--- src/sv/lpfd_pkg.sv ---
// lpfd_pkg: field codes, field sizes and the result record of the frame deframer
// no dependencies; compiled first
`timescale 1ns / 1ps

package lpfd_pkg;

    // field codes, also the parser phase
    localparam logic [3:0] FC_BEGIN  = 4'd0;
    localparam logic [3:0] FC_TYPE   = 4'd1;
    localparam logic [3:0] FC_IDENT  = 4'd2;
    localparam logic [3:0] FC_REQID  = 4'd3;
    localparam logic [3:0] FC_TIME   = 4'd4;
    localparam logic [3:0] FC_LENGTH = 4'd5;
    localparam logic [3:0] FC_PREFIX = 4'd6;
    localparam logic [3:0] FC_BODY   = 4'd7;
    localparam logic [3:0] FC_END    = 4'd8;

    // byte count width in bits, then fixed field sizes in bytes
    localparam int COUNT_W      = 33;
    localparam int BEGIN_BYTES  = 2;
    localparam int TYPE_BYTES   = 1;
    localparam int IDENT_BYTES  = 8;
    localparam int TIME_BYTES   = 8;
    localparam int LENGTH_BYTES = 4;
    localparam int PREFIX_BYTES = 4;
    localparam int END_BYTES    = 2;

    // entries in the queue between parser and output stage
    localparam int QUEUE_DEPTH  = 2;

    typedef struct packed {
        logic [3:0]  field_code;
        logic [7:0]  byte_out;
        logic        frame_done;
        logic [7:0]  frame_type;
        logic [63:0] frame_ident;
        logic [63:0] frame_time;
        logic [31:0] body_length;
        logic [15:0] begin_mark;
        logic [15:0] end_mark;
    } rec_t;

endpackage

--- src/sv/lpfd_if.sv ---
// lpfd_byte_if and lpfd_rec_if: valid/ready channels for input bytes and result records
// depends on nothing; follows lpfd_pkg in compile order
`timescale 1ns / 1ps

interface lpfd_byte_if;
    logic       valid;
    logic       ready;
    logic [7:0] byte_in;

    modport source (output valid, output byte_in, input ready);
    modport sink   (input valid, input byte_in, output ready);
endinterface

interface lpfd_rec_if;
    logic        valid;
    logic        ready;
    logic [3:0]  field_code;
    logic [7:0]  byte_out;
    logic        frame_done;
    logic [7:0]  frame_type;
    logic [63:0] frame_ident;
    logic [63:0] frame_time;
    logic [31:0] body_length;
    logic [15:0] begin_mark;
    logic [15:0] end_mark;

    modport source (output valid, output field_code, output byte_out, output frame_done,
                    output frame_type, output frame_ident, output frame_time,
                    output body_length, output begin_mark, output end_mark,
                    input ready);
    modport sink   (input valid, input field_code, input byte_out, input frame_done,
                    input frame_type, input frame_ident, input frame_time,
                    input body_length, input begin_mark, input end_mark,
                    output ready);
endinterface

--- src/sv/lpfd_front.sv ---
// lpfd_front: accepts stream bytes, tracks the field phase and assembles header values
// depends on lpfd_pkg and lpfd_byte_if
`timescale 1ns / 1ps

module lpfd_front #(
    parameter int REQUEST_ID_BYTES = 68
) (
    input  logic          clk,
    input  logic          rst_n,
    lpfd_byte_if.sink     rx,
    input  logic          full,
    output logic          push,
    output lpfd_pkg::rec_t rec
);
    import lpfd_pkg::*;

    logic [3:0]         phase_reg;
    logic [COUNT_W-1:0] count_reg;
    logic [7:0]         type_reg;
    logic [63:0]        ident_reg;
    logic [63:0]        time_reg;
    logic [31:0]        length_reg;
    logic [15:0]        begin_reg;
    logic [15:0]        end_reg;

    logic [3:0]         ph;
    logic [3:0]         phase_adv;
    logic [COUNT_W-1:0] size;
    logic [COUNT_W-1:0] count_inc;
    logic               last;
    logic               done;
    logic [7:0]         type_next;
    logic [63:0]        ident_next;
    logic [63:0]        time_next;
    logic [31:0]        length_next;
    logic [15:0]        begin_next;
    logic [15:0]        end_next;

    // a transaction is taken whenever the queue has room
    assign rx.ready = !full;
    assign push     = rx.valid && !full;

    // classify the byte by phase and shift header bytes into their field
    always_comb
    begin
        ph          = (phase_reg > FC_END) ? FC_BEGIN : phase_reg;
        type_next   = type_reg;
        ident_next  = ident_reg;
        time_next   = time_reg;
        length_next = length_reg;
        begin_next  = begin_reg;
        end_next    = end_reg;
        size        = COUNT_W'(BEGIN_BYTES);
        phase_adv   = FC_TYPE;
        unique case (ph)
            FC_BEGIN:
            begin
                begin_next = {begin_reg[7:0], rx.byte_in};
                size       = COUNT_W'(BEGIN_BYTES);
                phase_adv  = FC_TYPE;
            end
            FC_TYPE:
            begin
                type_next = rx.byte_in;
                size      = COUNT_W'(TYPE_BYTES);
                phase_adv = FC_IDENT;
            end
            FC_IDENT:
            begin
                ident_next = {ident_reg[55:0], rx.byte_in};
                size       = COUNT_W'(IDENT_BYTES);
                phase_adv  = FC_REQID;
            end
            FC_REQID:
            begin
                size      = COUNT_W'(REQUEST_ID_BYTES);
                phase_adv = FC_TIME;
            end
            FC_TIME:
            begin
                time_next = {time_reg[55:0], rx.byte_in};
                size      = COUNT_W'(TIME_BYTES);
                phase_adv = FC_LENGTH;
            end
            FC_LENGTH:
            begin
                length_next = {length_reg[23:0], rx.byte_in};
                size        = COUNT_W'(LENGTH_BYTES);
                phase_adv   = FC_PREFIX;
            end
            FC_PREFIX:
            begin
                size      = COUNT_W'(PREFIX_BYTES);
                phase_adv = (length_reg == 32'd0) ? FC_END : FC_BODY;
            end
            FC_BODY:
            begin
                size      = {1'b0, length_reg};
                phase_adv = FC_END;
            end
            default:
            begin
                // end mark
                end_next  = {end_reg[7:0], rx.byte_in};
                size      = COUNT_W'(END_BYTES);
                phase_adv = FC_BEGIN;
            end
        endcase
        count_inc = count_reg + COUNT_W'(1);
        last      = (count_inc >= size);
        done      = last && (ph == FC_END);
    end

    // result record as seen after this byte
    always_comb
    begin
        rec.field_code  = ph;
        rec.byte_out    = rx.byte_in;
        rec.frame_done  = done;
        rec.frame_type  = type_next;
        rec.frame_ident = ident_next;
        rec.frame_time  = time_next;
        rec.body_length = length_next;
        rec.begin_mark  = begin_next;
        rec.end_mark    = done ? end_next : 16'd0;
    end

    // phase, byte count and header registers; cleared at end of frame
    always_ff @(posedge clk or negedge rst_n)
    begin
        if (!rst_n)
        begin
            phase_reg  <= FC_BEGIN;
            count_reg  <= '0;
            type_reg   <= '0;
            ident_reg  <= '0;
            time_reg   <= '0;
            length_reg <= '0;
            begin_reg  <= '0;
            end_reg    <= '0;
        end
        else if (push)
        begin
            phase_reg <= last ? phase_adv : ph;
            count_reg <= last ? '0 : count_inc;
            if (done)
            begin
                type_reg   <= '0;
                ident_reg  <= '0;
                time_reg   <= '0;
                length_reg <= '0;
                begin_reg  <= '0;
                end_reg    <= '0;
            end
            else
            begin
                type_reg   <= type_next;
                ident_reg  <= ident_next;
                time_reg   <= time_next;
                length_reg <= length_next;
                begin_reg  <= begin_next;
                end_reg    <= end_next;
            end
        end
    end

`ifndef ASSERT_OFF
    // frame end only comes from the end-mark field
    a_done_in_end: assert property (@(posedge clk) disable iff (!rst_n)
        push && rec.frame_done |-> rec.field_code == FC_END)
        else $error("frame_done outside end mark");

    // after a frame ends the parser waits for a begin mark with clear headers
    a_restart: assert property (@(posedge clk) disable iff (!rst_n)
        push && rec.frame_done |=> phase_reg == FC_BEGIN && count_reg == '0
            && length_reg == 32'd0)
        else $error("parser not restarted after frame end");

    // a body byte needs a nonzero declared length
    a_body_len: assert property (@(posedge clk) disable iff (!rst_n)
        push && rec.field_code == FC_BODY |-> length_reg != 32'd0)
        else $error("body byte with zero length");
`endif

endmodule

--- src/sv/lpfd_queue.sv ---
// lpfd_queue: short queue of result records between parser and output stage
// depends on lpfd_pkg
`timescale 1ns / 1ps

module lpfd_queue (
    input  logic           clk,
    input  logic           rst_n,
    input  logic           push,
    input  lpfd_pkg::rec_t wr_data,
    input  logic           pop,
    output lpfd_pkg::rec_t rd_data,
    output logic           full,
    output logic           empty
);
    import lpfd_pkg::*;

    localparam int PTR_W = $clog2(QUEUE_DEPTH);
    localparam int CNT_W = $clog2(QUEUE_DEPTH + 1);

    rec_t             mem [QUEUE_DEPTH];
    logic [PTR_W-1:0] wr_ptr_reg;
    logic [PTR_W-1:0] rd_ptr_reg;
    logic [CNT_W-1:0] cnt_reg;

    assign full    = (cnt_reg == CNT_W'(QUEUE_DEPTH));
    assign empty   = (cnt_reg == '0);
    assign rd_data = mem[rd_ptr_reg];

    // storage write
    always_ff @(posedge clk)
    begin
        if (push)
        begin
            mem[wr_ptr_reg] <= wr_data;
        end
    end

    // pointers and fill count
    always_ff @(posedge clk or negedge rst_n)
    begin
        if (!rst_n)
        begin
            wr_ptr_reg <= '0;
            rd_ptr_reg <= '0;
            cnt_reg    <= '0;
        end
        else
        begin
            if (push)
            begin
                wr_ptr_reg <= (wr_ptr_reg == PTR_W'(QUEUE_DEPTH - 1)) ? '0
                                                                      : wr_ptr_reg + PTR_W'(1);
            end
            if (pop)
            begin
                rd_ptr_reg <= (rd_ptr_reg == PTR_W'(QUEUE_DEPTH - 1)) ? '0
                                                                      : rd_ptr_reg + PTR_W'(1);
            end
            if (push && !pop)
            begin
                cnt_reg <= cnt_reg + CNT_W'(1);
            end
            else if (pop && !push)
            begin
                cnt_reg <= cnt_reg - CNT_W'(1);
            end
        end
    end

endmodule

--- src/sv/lpfd_back.sv ---
// lpfd_back: output register that presents result records on the output channel
// depends on lpfd_pkg and lpfd_rec_if
`timescale 1ns / 1ps

module lpfd_back (
    input  logic           clk,
    input  logic           rst_n,
    input  logic           empty,
    input  lpfd_pkg::rec_t rd_data,
    output logic           pop,
    lpfd_rec_if.source     tx
);
    import lpfd_pkg::*;

    logic valid_reg;
    rec_t data_reg;

    // refill when the register is empty or its transaction completes
    assign pop = !empty && (!valid_reg || tx.ready);

    always_ff @(posedge clk or negedge rst_n)
    begin
        if (!rst_n)
        begin
            valid_reg <= 1'b0;
        end
        else if (pop)
        begin
            valid_reg <= 1'b1;
        end
        else if (tx.ready)
        begin
            valid_reg <= 1'b0;
        end
    end

    always_ff @(posedge clk)
    begin
        if (pop)
        begin
            data_reg <= rd_data;
        end
    end

    // drive the channel
    assign tx.valid       = valid_reg;
    assign tx.field_code  = data_reg.field_code;
    assign tx.byte_out    = data_reg.byte_out;
    assign tx.frame_done  = data_reg.frame_done;
    assign tx.frame_type  = data_reg.frame_type;
    assign tx.frame_ident = data_reg.frame_ident;
    assign tx.frame_time  = data_reg.frame_time;
    assign tx.body_length = data_reg.body_length;
    assign tx.begin_mark  = data_reg.begin_mark;
    assign tx.end_mark    = data_reg.end_mark;

endmodule

--- src/sv/length_prefixed_frame_deframer.sv ---
// length_prefixed_frame_deframer: top level, parser, queue and output stage
// depends on lpfd_pkg, lpfd_if, lpfd_front, lpfd_queue, lpfd_back
`timescale 1ns / 1ps

// Usage
//   rx carries the received byte stream, one byte per transaction (valid/ready).
//   tx carries one record per input byte: the field code, the byte itself,
//   the header values assembled so far, and frame_done with the end mark on
//   the last byte of each frame. Frames follow each other with no gap.
//   A byte accepted by the parser is written into the queue and then into
//   the output register, from which it is presented on tx.
//   Throughput: one byte per cycle while the queue has room; the parser does
//   at most one shift and one 33-bit count compare per byte.
//   Reset puts the parser at the begin mark with all header values zero and
//   empties the queue and the output register.
//   When tx stalls, the output register holds and the queue fills; rx.ready
//   drops only once the queue is full and rises as soon as an entry drains.

module length_prefixed_frame_deframer #(
    parameter int REQUEST_ID_BYTES = 68
) (
    input  logic       clk,
    input  logic       rst_n,
    lpfd_byte_if.sink  rx,
    lpfd_rec_if.source tx
);
    import lpfd_pkg::*;

    logic push;
    logic pop;
    logic full;
    logic empty;
    rec_t wr_data;
    rec_t rd_data;

    lpfd_front #(
        .REQUEST_ID_BYTES (REQUEST_ID_BYTES)
    ) u_front (
        .clk   (clk),
        .rst_n (rst_n),
        .rx    (rx),
        .full  (full),
        .push  (push),
        .rec   (wr_data)
    );

    lpfd_queue u_queue (
        .clk     (clk),
        .rst_n   (rst_n),
        .push    (push),
        .wr_data (wr_data),
        .pop     (pop),
        .rd_data (rd_data),
        .full    (full),
        .empty   (empty)
    );

    lpfd_back u_back (
        .clk     (clk),
        .rst_n   (rst_n),
        .empty   (empty),
        .rd_data (rd_data),
        .pop     (pop),
        .tx      (tx)
    );

endmodule

--- src/flat_wrapper.sv ---
// flat-port wrapper written by rule: the top's interface ports become plain ports
module length_prefixed_frame_deframer_flat import lpfd_pkg::*;
#(
    parameter int REQUEST_ID_BYTES = 68
)
  (clk, rst_n, rx_valid, rx_byte_in, rx_ready, tx_valid, tx_field_code, tx_byte_out, tx_frame_done, tx_frame_type, tx_frame_ident, tx_frame_time, tx_body_length, tx_begin_mark, tx_end_mark, tx_ready);
  lpfd_byte_if rx_i ();
  lpfd_rec_if tx_i ();
  input  logic clk;
  input  logic rst_n;
  input wire logic [$bits(rx_i.valid)-1:0] rx_valid;
  input wire logic [$bits(rx_i.byte_in)-1:0] rx_byte_in;
  output wire logic [$bits(rx_i.ready)-1:0] rx_ready;
  output wire logic [$bits(tx_i.valid)-1:0] tx_valid;
  output wire logic [$bits(tx_i.field_code)-1:0] tx_field_code;
  output wire logic [$bits(tx_i.byte_out)-1:0] tx_byte_out;
  output wire logic [$bits(tx_i.frame_done)-1:0] tx_frame_done;
  output wire logic [$bits(tx_i.frame_type)-1:0] tx_frame_type;
  output wire logic [$bits(tx_i.frame_ident)-1:0] tx_frame_ident;
  output wire logic [$bits(tx_i.frame_time)-1:0] tx_frame_time;
  output wire logic [$bits(tx_i.body_length)-1:0] tx_body_length;
  output wire logic [$bits(tx_i.begin_mark)-1:0] tx_begin_mark;
  output wire logic [$bits(tx_i.end_mark)-1:0] tx_end_mark;
  input wire logic [$bits(tx_i.ready)-1:0] tx_ready;
  assign rx_i.valid = rx_valid;
  assign rx_i.byte_in = rx_byte_in;
  assign rx_ready = rx_i.ready;
  assign tx_valid = tx_i.valid;
  assign tx_field_code = tx_i.field_code;
  assign tx_byte_out = tx_i.byte_out;
  assign tx_frame_done = tx_i.frame_done;
  assign tx_frame_type = tx_i.frame_type;
  assign tx_frame_ident = tx_i.frame_ident;
  assign tx_frame_time = tx_i.frame_time;
  assign tx_body_length = tx_i.body_length;
  assign tx_begin_mark = tx_i.begin_mark;
  assign tx_end_mark = tx_i.end_mark;
  assign tx_i.ready = tx_ready;
  length_prefixed_frame_deframer #(.REQUEST_ID_BYTES(REQUEST_ID_BYTES)) u_core (.clk(clk), .rst_n(rst_n), .rx(rx_i), .tx(tx_i));
endmodule
--- config.mk ---
export PLATFORM = sky130hd
export DESIGN_NAME = length_prefixed_frame_deframer_flat
export DESIGN_NICKNAME = d
export VERILOG_FILES = /design/src/sv/lpfd_pkg.sv /design/src/sv/lpfd_if.sv /design/src/sv/lpfd_front.sv /design/src/sv/lpfd_queue.sv /design/src/sv/lpfd_back.sv /design/src/sv/length_prefixed_frame_deframer.sv /design/src/flat_wrapper.sv
export SDC_FILE = /design/constraint.sdc
export NUM_CORES = 1
export LEC_CHECK = 0
export BUFFER_PORTS_ARGS = -buffer_cell sky130_fd_sc_hd__buf_4
export CAP_MARGIN = 0
export CORE_ASPECT_RATIO = 1.4
export CORE_UTILIZATION = 29
export DETAILED_ROUTE_END_ITERATION = 8
export PLACE_DENSITY = 0.56
export SYNTH_ARGS = -nofsm -noshare
export SYNTH_HDL_FRONTEND = slang
export SYNTH_HIERARCHICAL = 1
export SYNTH_SLANG_ARGS = --single-unit
--- constraint.sdc ---
create_clock -name clk -period 12.5 [get_ports clk]
set_input_delay 2.5 -clock clk [delete_from_list [all_inputs] [get_ports clk]]
set_output_delay 2.5 -clock clk [all_outputs]
set_load 0.005 [all_outputs]
# After elaboration in Yosys (flattened, before gate mapping)

Memory sizes are Yosys's and may differ from the RTL's. A register that Yosys moved wholly into a read port is not among the register bits.
Cells that the tools add are included.

Bits in registers: 242
RAM bits: 426
Bits of input ports: 12
Output and inout port bits: 215
Logic and storage cells: 75
Memories: 1

Memory list:

| memory             | depth | width | read ports | clocked after memory_dff | wr ports | line             | RTL |
|---|---|---|---|---|---|---|---|
| u_core.u_queue.mem | 2     | 213   | 1          | 1                        | 1        | lpfd_queue.sv:20 | `rec_t mem [QUEUE_DEPTH];` |

Add/subtract/negate cells: 5
Order comparisons: 2
Equality and inequality tests: 9
Mux-type cells: 27
Reduce and logical (&&, ||, !) cells: 19

Operator list:

| operator                                             | number |
|---|---|
| two-way mux 64 bit                                   | 4 |
| one-hot mux 32 bit (5 select lines)                  | 1 |
| two-way mux 16 bit                                   | 5 |
| two-way mux 32 bit                                   | 2 |
| adder 33 x 1 -> 33 bit, second input constant        | 1 |
| >= comparator 33 bit                                 | 1 |
| two-way mux 33 bit                                   | 1 |
| zero test 32 bit                                     | 1 |
| one-hot mux 4 bit (8 select lines)                   | 1 |
| equality test 4 x 3 -> 1 bit, second input constant  | 4 |
| two-way mux 8 bit                                    | 2 |
| two-way mux 4 bit                                    | 3 |
| equality test 4 x 2 -> 1 bit, second input constant  | 2 |
| OR reduction 8 bit                                   | 1 |
| two-way mux 1 bit                                    | 6 |
| logical AND 1 bit                                    | 5 |
| zero test 1 bit                                      | 5 |
| equality test 4 x 1 -> 1 bit, second input constant  | 1 |
| equality test 4 bit, second input constant           | 1 |
| greater-than comparator 4 bit, second input constant | 1 |
| zero test 4 bit                                      | 1 |
| two-way mux 2 bit                                    | 2 |
| nonzero test 2 bit                                   | 2 |
| OR reduction 2 bit                                   | 2 |
| other kinds (6)                                      | 7 |

# Longest topological paths before layout

Gate-level depths: netlist of the first run.

Depth after elaboration: 8
Gate-level depth with buffers: 19

# Cells and area by module

The synthesis of the first run kept the hierarchy.

Modules (own cells, without submodules):

| module     | instances | cells each | area each (µm²) | seq. area each (µm²) |
|---|---|---|---|---|
| lpfd_queue | 1         | 679        | 16216.8         | 12892.4 |
| lpfd_front | 1         | 1509       | 14057.2         | 5730.5 |
| lpfd_back  | 1         | 218        | 6446.2          | 6421.2 |

# Least setup slack after synthesis of the first run

No wires, ideal clock.

Kind: input to register
Start point: input rx_valid
End point: memory u_core/u_queue/mem[0][0] (netlist bit), enable pin
Data arrival time: 12793 ps
Required time: 11685 ps
Setup slack: -1108 ps
Stages: 5
Cells stage by stage: nand2_1 -> inv_1 -> clkbuf_1 -> clkbuf_1 -> nor2b_1

Longest elaborated chain between the ends: 3

Ends and longest elaborated chain:

| item                                    | line                                 | RTL |
|---|---|---|
| from (decl)                             | flat_wrapper.sv:11                   | `input wire logic [$bits(rx_i.valid)-1:0] rx_valid;` |
| logical AND 1 bit                       | lpfd_front.sv:41                     | `assign push = rx.valid && !full;` |
| via u_core.push                         | length_prefixed_frame_deframer.sv:29 | `logic push;` |
| two-way mux 1 bit                       | lpfd_queue.sv:32                     | `if (push)` |
| two-way mux 1 bit (not written as such) | lpfd_queue.sv:34                     | `mem[wr_ptr_reg] <= wr_data;` |
| to (decl)                               | lpfd_queue.sv:20                     |  |

The timed path passes the listed nets, and every way through them passes these cells.

# Worst setup path after layout of the first run

Start point: input rx_valid
End point: memory u_core/u_queue/mem[0][5] (netlist bit), enable pin

The elaborated chain is that of the path after synthesis.

==> impl_metrics.tcl, run 1 <==
set metrics [dict create \
    cts_setup_buffers 0 \
    synth_top_area_share_pct 52.26 \
    start_util_pct 29.23 \
    hp-class "reg2reg" \
    tns_ns 0 \
    wl_per_cell_microns 19.87 \
    path_buf_inv 5 \
    fillers 12130 \
    portBuffers 226 \
    ant_nets 0 \
    ys_types 51 \
    path_cells "buf_4 -> nand2_4 -> inv_8 -> buf_4 -> nor2b_4 -> buf_12 -> buf_4" \
    ys_top_cells_by_area "edfxtp_1 (52%), dfrtp_1 (16%), mux2_2 (7.2%)" \
    vdd_ir_drop_max_uv 178.1 \
    fmax_mhz 152.4 \
    crit_path_end_kind "flip-flop" \
    regArea_sq_um 25050 \
    cp_max_fo 148 \
    worstSkewPairLatency_ns 0.67 \
    numCtsBuffers 83 \
    outcome "completed" \
    area_growth_pct 16.03 \
    overflow 0 \
    final_cells 4302 \
    largest-register "u_core/u_queue/mem" \
    drt_drc_violations_left 0 \
    finalWorstSetupSlack_ns 5.938 \
    grt_pass1_vias 19460 \
    ctsHoldBuffers 0 \
    ys_seq_area_share_pct 68.20 \
    syn-num-nets 2452 \
    fin_worst_skew_ns 0.02577 \
    placed_cells 4147 \
    period_needed_ns 6.562 \
    required_ns 12.78 \
    vias 19380 \
    place_ws_ns 5.187 \
    maxCapViolCount 0 \
    p_per_area_nw_per_um2 244.6 \
    nets 2640 \
    cp_top_family "buffers and inverters" \
    drtIter0Drc 1221 \
    leakagePower_nw 14.49 \
    slew_headroom_pct 20.05 \
    slowest_stage "buf_4" \
    cts_resized 0 \
    syn_area_sq_um 36720 \
    drtPass1Iterations 5 \
    gr-usage-all-layers_pct 13.22 \
    cp_common_cell "buf_4" \
    core_area_sq_um 125600 \
    hpwlAfterDp_microns 52670 \
    syn_inst 2406 \
    root_buffer "clkbuf_16" \
    drv_slew 0 \
    synth-seq-cells 873 \
    slowest_delay_ns 0.97 \
    antenna_found_initial 2 \
    hold_violations 0 \
    startpoint_type "primary input" \
    crit_arrival_ns 6.84 \
    tightest_slew_ns 1.199 \
    cts_max_level 3 \
    dieWidth_microns 302.7 \
    cts_buffer_depth 3 \
    largest_reg_flops 426 \
    ios 227 \
    wl_microns 85470 \
    whs_ns 0.4768 \
    drt-vias-per-instance 4.505 \
    rsz0062_at_grt "no" \
    cts_tree "built" \
    multi_input_area_sq_um 10800 \
    yosysTopAreaCell "edfxtp_1" \
    drive_above_1_share_pct 35.69 \
    grt_pass1_wl_microns 126700 \
    fin_crit_sh_pct 52.49 \
    place_congestion 0.7967 \
    setup-violations-final 0 \
    dieHeight_microns 423.0 \
    syn_area_per_cell_sq_um 15.26 \
    rows 154 \
    criticalPathCategory "in2reg" \
    yosysWarnings 6 \
    clk_pin_slew_ns 0.06 \
    final_util_pct 33.91 \
    die_area_sq_um 128100 \
    grt_max_degree 155 \
    clock_sinks 873 \
]
==> cell usage in the layout (no fill, tap or decap), drive strengths merged, types with 15 or more instances in the layout <==
cell type,count
inv,23
nand3,17
o21ai,41
nor2,394
clkinv,27
ha,34
nand2,119
a21oi,22
dfrtp,234
mux2,396
xnor2,22
and3,25
nor3,193
edfxtp,639
clkbuf,108
xor2,15
buf,248
==> cells by family (layout without fill, tap and decap cells) <==
| logic type | after synthesis | after routing | synth area share, % |
|---|---|---|---|
| buffers and inverters | 163 | 419 | 2.542 |
| adders and majority gates | 34 | 34 | 1.159 |
| DFF | 873 | 873 | 68.20 |
| xor gates and xnor gates | 37 | 37 | 0.8825 |
| and+or+nand+nor | 801 | 801 | 11.69 |
| other | 0 | 2 | 0 |
| muxes | 397 | 397 | 13.82 |
| AOI/OAI and AO/OA | 101 | 101 | 1.711 |
==> area by class of cell <==
cell class	instances	area share, %
Clock inverter	45	1.113
Multi-Input combinational cell	1370	25.34
Tap cell	1638	4.810
Timing Repair Buffer	248	4.476
Sequential cell	873	58.79
Inverter	18	0.1762
Clock buffer	108	5.283
Antenna cell	2	0.01175
==> final timing paths <==
path                                                         startpoint                                      end  slack (ns)  cells past startpoint
worst max-delay path                                           rx_valid       u_core/u_queue/mem[0][5]$_DFFE_PP_        5.94                      7
worst min-delay path              u_core/u_front/end_reg[6]$_DFFE_PN0P_    u_core/u_front/end_reg[6]$_DFFE_PN0P_        0.48                      2
worst max register to register  u_core/u_front/count_reg[5]$_DFFE_PN0P_  u_core/u_front/time_reg[47]$_DFFE_PN0P_        6.89                     15
worst min register to register    u_core/u_front/end_reg[6]$_DFFE_PN0P_    u_core/u_front/end_reg[6]$_DFFE_PN0P_        0.48                      2
max in group asynchronous                                         rst_n  u_core/u_front/count_reg[7]$_DFFE_PN0P_        8.84                      3
min in group asynchronous                                         rst_n  u_core/u_front/time_reg[34]$_DFFE_PN0P_        1.81                      1
==> layer usage <==
metal / routed length (microns) / global-route usage [%] / vias up
met1: 36970 / 17.17 / 9840
met2: 43240 / 22.45 / 355
met5: 0 / 0 / -
met3: 3118 / 1.929 / 96
li1: - / - / 9088
met4: 2144 / 4.288 / 0
==> power breakdown <==
part	switching [W]	total, W	internal (W)
combinational	0.00174	0.00311	0.00137
clock	0.00112	0.00253	0.00141
sequential	0.000478	0.00478	0.00430
total	0.00334	0.0104	0.00708
==> Yosys cell counts (all sizes together) <==
cell type / n
a211o: 1
a211oi: 4
a21o: 7
a21oi: 22
a221o: 1
a221oi: 2
a222oi: 1
a22o: 8
a2bb2oi: 2
a311o: 1
a31oi: 2
and2: 5
and3: 25
and4: 6
buf: 57
clkbuf: 88
dfrtp: 234
edfxtp: 639
ha: 34
inv: 18
mux2: 396
mux2i: 1
nand2: 119
nand2b: 5
nand3: 17
nand4: 12
nand4b: 1
nor2: 394
nor2b: 6
nor3: 193
nor3b: 1
nor4: 10
o211ai: 1
o21ai: 41
o22ai: 2
o311ai: 1
o31ai: 5
or2: 2
or3: 5
xnor2: 22
xor2: 15
==> per-stage QoR <==
stage / power, W / cell area (sq um)
after floorplan: 0.006838 / 36720
after global placement: 0.007979 / 39880
after detailed placement: 0.008034 / 39880
after CTS: 0.01062 / 42600
after global routing: 0.01099 / 42600
final: 0.01042 / 42610
==> worst min-delay path: stages (launching register included) <==
cell and delay [ns]:
dfrtp_1 0.33, nand2_1 0.04, o21ai_0 0.06
Power figures use the tool's default switching activity.
==> run 2: changes to the inputs <==
==> constraint.sdc (replaced) <==
create_clock -name clk -period 6 [get_ports clk]
set_input_delay 1.2 -clock clk [delete_from_list [all_inputs] [get_ports clk]]
set_output_delay 1.2 -clock clk [all_outputs]
set_load 0.005 [all_outputs]
==> run 2 against run 1 <==
Sequential share of layout area shrank 0.57 points; worst setup slack lost 4.7 ns; combinational power grew 110%; sequential power grew 110%; wire length grew 0.58%; utilization grew 0.33 points; count of clock-buffer cells in the layout grew 6; via count grew 0.24%; critical path depth grew 5; clock skew shrank 0.0040 ns; flip-flop and latch count is the same; largest power group unchanged; highest routed layer unchanged.
==> impl_metrics.tcl, run 2 (synthesized netlist as in run 1, its figures left out) <==
set metrics [dict create \
    period_needed_ns 4.714 \
    drive_above_1_share_pct 36.08 \
    hp-class "in2async" \
    numCtsBuffers 89 \
    fin_worst_skew_ns 0.02180 \
    slew_headroom_pct 28.31 \
    wl_microns 85970 \
    finalPower_w 0.02216 \
    p_seq_share_pct 44.6 \
    largest_reg_flops 426 \
    tightest_slew_ns 1.070 \
    maxCapViolCount 0 \
    worstSkewPairLatency_ns 0.71 \
    mostFrequentLayoutCell "edfxtp_1" \
    cts_resized 0 \
    place_congestion 0.8001 \
    portBuffers 226 \
    nets 2652 \
    grt_pass1_vias 19680 \
    dieHeight_microns 423.0 \
    crit_path_end_kind "flip-flop" \
    cts_max_level 3 \
    whs_ns 0.4049 \
    pwr-share-comb_pct 29.4 \
    p_sw_w 0.007031 \
    core_area_sq_um 125600 \
    area_growth_pct 17.16 \
    fmax_mhz 212.2 \
    clock_sinks 873 \
    drtIter0Drc 997 \
    ant_nets 0 \
    grt_pass1_wl_microns 128200 \
    startpoint_type "flip-flop" \
    start_util_pct 29.23 \
    fillers 12080 \
    drv_slew 0 \
    root_buffer "clkbuf_16" \
    grt_max_degree 153 \
    wl_per_cell_microns 19.90 \
    p_per_area_nw_per_um2 515.0 \
    switching_share_pct 31.74 \
    num_antenna_cells 0 \
    cts_setup_buffers 0 \
    leakagePower_nw 14.69 \
    largest-register "u_core/u_queue/mem" \
    multi_input_area_sq_um 10800 \
    vias 19430 \
    tns_ns 0 \
    final_util_pct 34.24 \
    rows 154 \
    regArea_sq_um 25050 \
    rsz0062_at_grt "no" \
    clockPowerShare_pct 26.0 \
    outcome "completed" \
    drtPass1Iterations 5 \
    ios 227 \
    fin_crit_sh_pct 78.56 \
    die_area_sq_um 128100 \
    crit_arrival_ns 5.27 \
    clk_pin_slew_ns 0.06 \
    mostFrequentLayoutCells "edfxtp_1 (639), nor2_1 (392), buf_4 (246)" \
    antenna_found_initial 1 \
    setup-violations-final 0 \
    cp_max_fo 35 \
    cts_buffer_depth 3 \
    vdd_ir_drop_max_uv 356.7 \
    drt-vias-per-instance 4.495 \
    dieWidth_microns 302.7 \
    hold_violations 0 \
    hpwlAfterDp_microns 52450 \
    intPower_w 0.01512 \
    cts_tree "built" \
    gr-usage-all-layers_pct 13.43 \
    criticalPathCategory "reg2reg" \
    ctsHoldBuffers 0 \
    drt_drc_violations_left 0 \
    required_ns 6.55 \
    overflow 0 \
]
[run 2: changes by cell type in the layout (fill, tap and decap cells not counted), moves of 3 or more]
cell       previous run  this run
clkinv_8              0         3
bufinv_16             6         9
buf_12                3         7
clkbuf_16            83        91
clkinv_4              0         5
clkinv_2             17        13
clkinv_1              8        11
[run 2: layer usage]
layer / wire length (microns) / vias to the layer above / global-route usage (%)
met5: 0 / - / 0
met4: 2765 / 0 / 5.302
met3: 3331 / 110 / 2.396
met2: 42660 / 345 / 22.42
met1: 37210 / 9840 / 17.12
li1: - / 9130 / -
[run 2: final cells by class]
type | count | share of cell area, %
clock buffers | 114 | 5.634
clock inverters | 54 | 1.454
inverters | 18 | 0.1745
multi-input cells | 1370 | 25.10
flip-flops and latches | 873 | 58.22
well taps | 1638 | 4.764
repair buffers | 254 | 4.653
[run 2: through the flow]
stage | instances | cell area, sq um | worst slack (ns)
2_1_floorplan | 2406 | 36740 | 0.1881
3_3_place_gp | 4153 | 39970 | 1.333
3_5_place_dp | 4153 | 39970 | 1.314
4_1_cts | 4321 | 43020 | 1.269
5_1_grt | 4321 | 43020 | 0.7682
6_report | 4321 | 43020 | 1.286
[run 2: power groups by stage]
stage | Sequential (W) | Clock, W | Combinational [W]
floorplan | 0.00975 | 0 | 0.00436
global placement | 0.00999 | 0 | 0.00659
detailed placement | 0.0100 | 0 | 0.00668
CTS | 0.00992 | 0.00595 | 0.00670
global route | 0.0101 | 0.00617 | 0.00715
finish | 0.00988 | 0.00577 | 0.00651
[run 2: path summary, 6_finish.rpt]
path	from	end	slack [ns]	cells after the start
min in group clk	u_core/u_front/end_reg[4]$_DFFE_PN0P_	u_core/u_front/end_reg[4]$_DFFE_PN0P_	0.47	2
min reg2reg	u_core/u_front/end_reg[4]$_DFFE_PN0P_	u_core/u_front/end_reg[4]$_DFFE_PN0P_	0.47	2
max	u_core/u_front/phase_reg[2]$_DFFE_PN0P_	u_core/u_front/time_reg[49]$_DFFE_PN0P_	1.29	12
min	rst_n	u_core/u_back/tx.valid$_DFFE_PN0P_	0.40	1
max in group asynchronous	rst_n	u_core/u_queue/rd_ptr_reg$_DFFE_PN0P_	4.45	2
max reg2reg	u_core/u_front/phase_reg[2]$_DFFE_PN0P_	u_core/u_front/time_reg[49]$_DFFE_PN0P_	1.29	12
[run 2: worst max-delay path, cell delays in order, from the launching register on]
cell and delay (ns):
dfrtp_1 0.58, nor2b_1 0.34, and3_1 0.75, nand2_1 0.13
ha_1 0.33, nand4_1 0.16, nor3_1 0.28, nand2b_1 0.12
o311ai_0 0.36, a311o_2 0.18, and2_4 0.61, buf_4 0.55
nor3_1 0.13
==> run 3: changes to the inputs <==
--- a/config.mk
+++ b/config.mk
@@ -10,7 +10,7 @@
 export CORE_ASPECT_RATIO = 1.4
 export CORE_UTILIZATION = 29
 export DETAILED_ROUTE_END_ITERATION = 8
-export PLACE_DENSITY = 0.56
+export PLACE_DENSITY = 0.54
 export SYNTH_ARGS = -nofsm -noshare
 export SYNTH_HDL_FRONTEND = slang
 export SYNTH_HIERARCHICAL = 1
==> constraint.sdc (replaced) <==
create_clock -name clk -period 4.72 [get_ports clk]
set_input_delay 0.944 -clock clk [delete_from_list [all_inputs] [get_ports clk]]
set_output_delay 0.944 -clock clk [all_outputs]
set_load 0.005 [all_outputs]
==> run 3 against run 2 <==
Combinational power is 33% higher; sequential share of layout area hardly changed; design area hardly changed; critical path type unchanged; critical endpoint is now u_core/u_front/ident_reg[27]$_DFFE_PN0P_; largest power group unchanged.
==> impl_metrics.tcl, run 3 (synthesized netlist as in run 1, its figures left out) <==
set metrics [dict create \
    outcome "completed" \
    crit_path_end_kind "flip-flop" \
    start_util_pct 29.23 \
    slowest_stage "a311o_2" \
    hpwlAfterDp_microns 54930 \
    mostFrequentLayoutCell "edfxtp_1" \
    area_growth_pct 17.13 \
    fmax_mhz 227.0 \
    vdd_ir_drop_max_uv 311.2 \
    wl_per_cell_microns 20.23 \
    hold_violations 0 \
    cts_buffer_depth 3 \
    core_area_sq_um 125600 \
    ios 227 \
    setup-violations-final 0 \
    required_ns 5.28 \
    p_per_area_nw_per_um2 650.1 \
    root_buffer "clkbuf_16" \
    startpoint_type "flip-flop" \
    drtIter0Drc 1097 \
    tightest_slew_ns 1.118 \
    grt_max_degree 164 \
    fin_crit_sh_pct 93.33 \
    tns_ns 0 \
    period_needed_ns 4.405 \
    drv_slew 0 \
    maxCapViolCount 0 \
    largest-register "u_core/u_queue/mem" \
    die_area_sq_um 128100 \
    grt_pass1_vias 19670 \
    fillers 12090 \
    placed_area_sq_um 40250 \
    place_congestion 0.8205 \
    clock_sinks 873 \
    drt_drc_violations_left 0 \
    dieWidth_microns 302.7 \
    r2r_start "u_core/u_front/count_reg[0]$_DFFE_PN0P_" \
    grt_pass1_wl_microns 130200 \
    vias 19460 \
    overflow 0 \
    design_area_sq_um 43010 \
    numCtsBuffers 82 \
    mostFrequentLayoutCells "edfxtp_1 (639), nor2_1 (392), buf_4 (243)" \
    r2r_end "u_core/u_front/ident_reg[27]$_DFFE_PN0P_" \
    worstSkewPairLatency_ns 0.66 \
    crit_arrival_ns 4.97 \
    fin_worst_skew_ns 0.02282 \
    wl_microns 87340 \
    criticalPathCategory "reg2reg" \
    cts_resized 0 \
    cts_max_level 3 \
    drtPass1Iterations 5 \
    cp_max_fo 46 \
    leakagePower_nw 14.66 \
    regToRegSetupSlack_ns 0.31 \
    ctsHoldBuffers 0 \
    gr-usage-all-layers_pct 13.60 \
    slew_headroom_pct 25.07 \
    cts_tree "built" \
    nets 2657 \
    path_cells "ha_1 -> and4_1 -> nand3_1 -> or2_2 -> nor2_1 -> xor2_1 -> ha_1 -> and2_1 -> a221o_1 -> a221oi_1 -> nand3_1 -> a311o_2 -> and2_4 -> buf_12 -> nor3_2" \
    antenna_found_initial 5 \
    drt-vias-per-instance 4.507 \
    drive_above_1_share_pct 36.06 \
    rows 154 \
    startpoint "u_core/u_front/count_reg[0]$_DFFE_PN0P_" \
    dieHeight_microns 423.0 \
    reg2reg_depth 15 \
    clk_pin_slew_ns 0.06 \
    multi_input_area_sq_um 10810 \
    regArea_sq_um 25050 \
    hp-class "in2async" \
    largest_reg_flops 426 \
    ant_nets 0 \
    rsz0062_at_grt "no" \
    portBuffers 226 \
    slowest_delay_ns 0.54 \
]
==> run 3: layout make-up <==
type | instances | area share, %
clock buffers | 108 | 5.210
diodes | 1 | 0.005818
clock inverters | 44 | 1.190
multi-input cells | 1371 | 25.14
well taps | 1638 | 4.765
inverters | 18 | 0.1920
flip-flops and latches | 873 | 58.24
repair buffers | 265 | 5.254
==> run 3: critical path, delay by kind of cell, from the launching register on <==
kind	cells	cell delay (ns)
xor gates and xnor gates	1	0.17
AOI/OAI and AO/OA	3	1.19
buffers and inverters	1	0.25
DFF	1	0.44
adders and majority gates	2	0.52
and+or+nand+nor	8	1.69
==> run 3: where the power goes <==
part	total, W	internal (W)	leakage [nW]	switching (W)
registers	0.0125	0.0113	7.87	0.00115
clock network	0.00682	0.00387	1.33	0.00295
logic	0.00864	0.00387	5.46	0.00477
total	0.0280	0.0191	14.7	0.00887
==> run 3: layer usage <==
layer,part of all wire [%],up-vias,global-route usage [%]
met1,42,9867,16.92
li1,-,9133,-
met2,50,350,22.68
met5,0,-,0
met3,4.9,111,2.961
met4,3.6,0,5.603
==> run 3: through the flow <==
stage               instances  setup slack [ns]  util (%)  total power [W]  hold slack [ns]
global placement         4164            0.3838     32.04          0.02137           0.4538
floorplan                2406           -0.6368         -          0.01796           0.4418
global route             4317          0.008353     34.23          0.02954           0.3691
finish                   4318            0.3146     34.23          0.02796           0.3292
detailed placement       4164            0.2777     32.04          0.02152           0.4625
CTS                      4316            0.2733     34.23          0.02850           0.3051
==> run 3: worst max path at each step <==
stage,to
CTS,u_core/u_front/length_reg[3]$_DFFE_PN0P_
detailed placement,u_core/u_front/length_reg[3]$_DFFE_PN0P_
finish,u_core/u_front/ident_reg[27]$_DFFE_PN0P_
global route,u_core/u_front/type_reg[3]$_DFFE_PN0P_
global placement,u_core/u_front/ident_reg[35]$_DFFE_PN0P_
floorplan,u_core/u_queue/cnt_reg[1]$_DFFE_PN0P_
==> run 3: repair_timing <==
item,CTS,global route
endpoints found under the setup margin,0,131
hold endpoints to repair,0,0
setup buffers,0,0
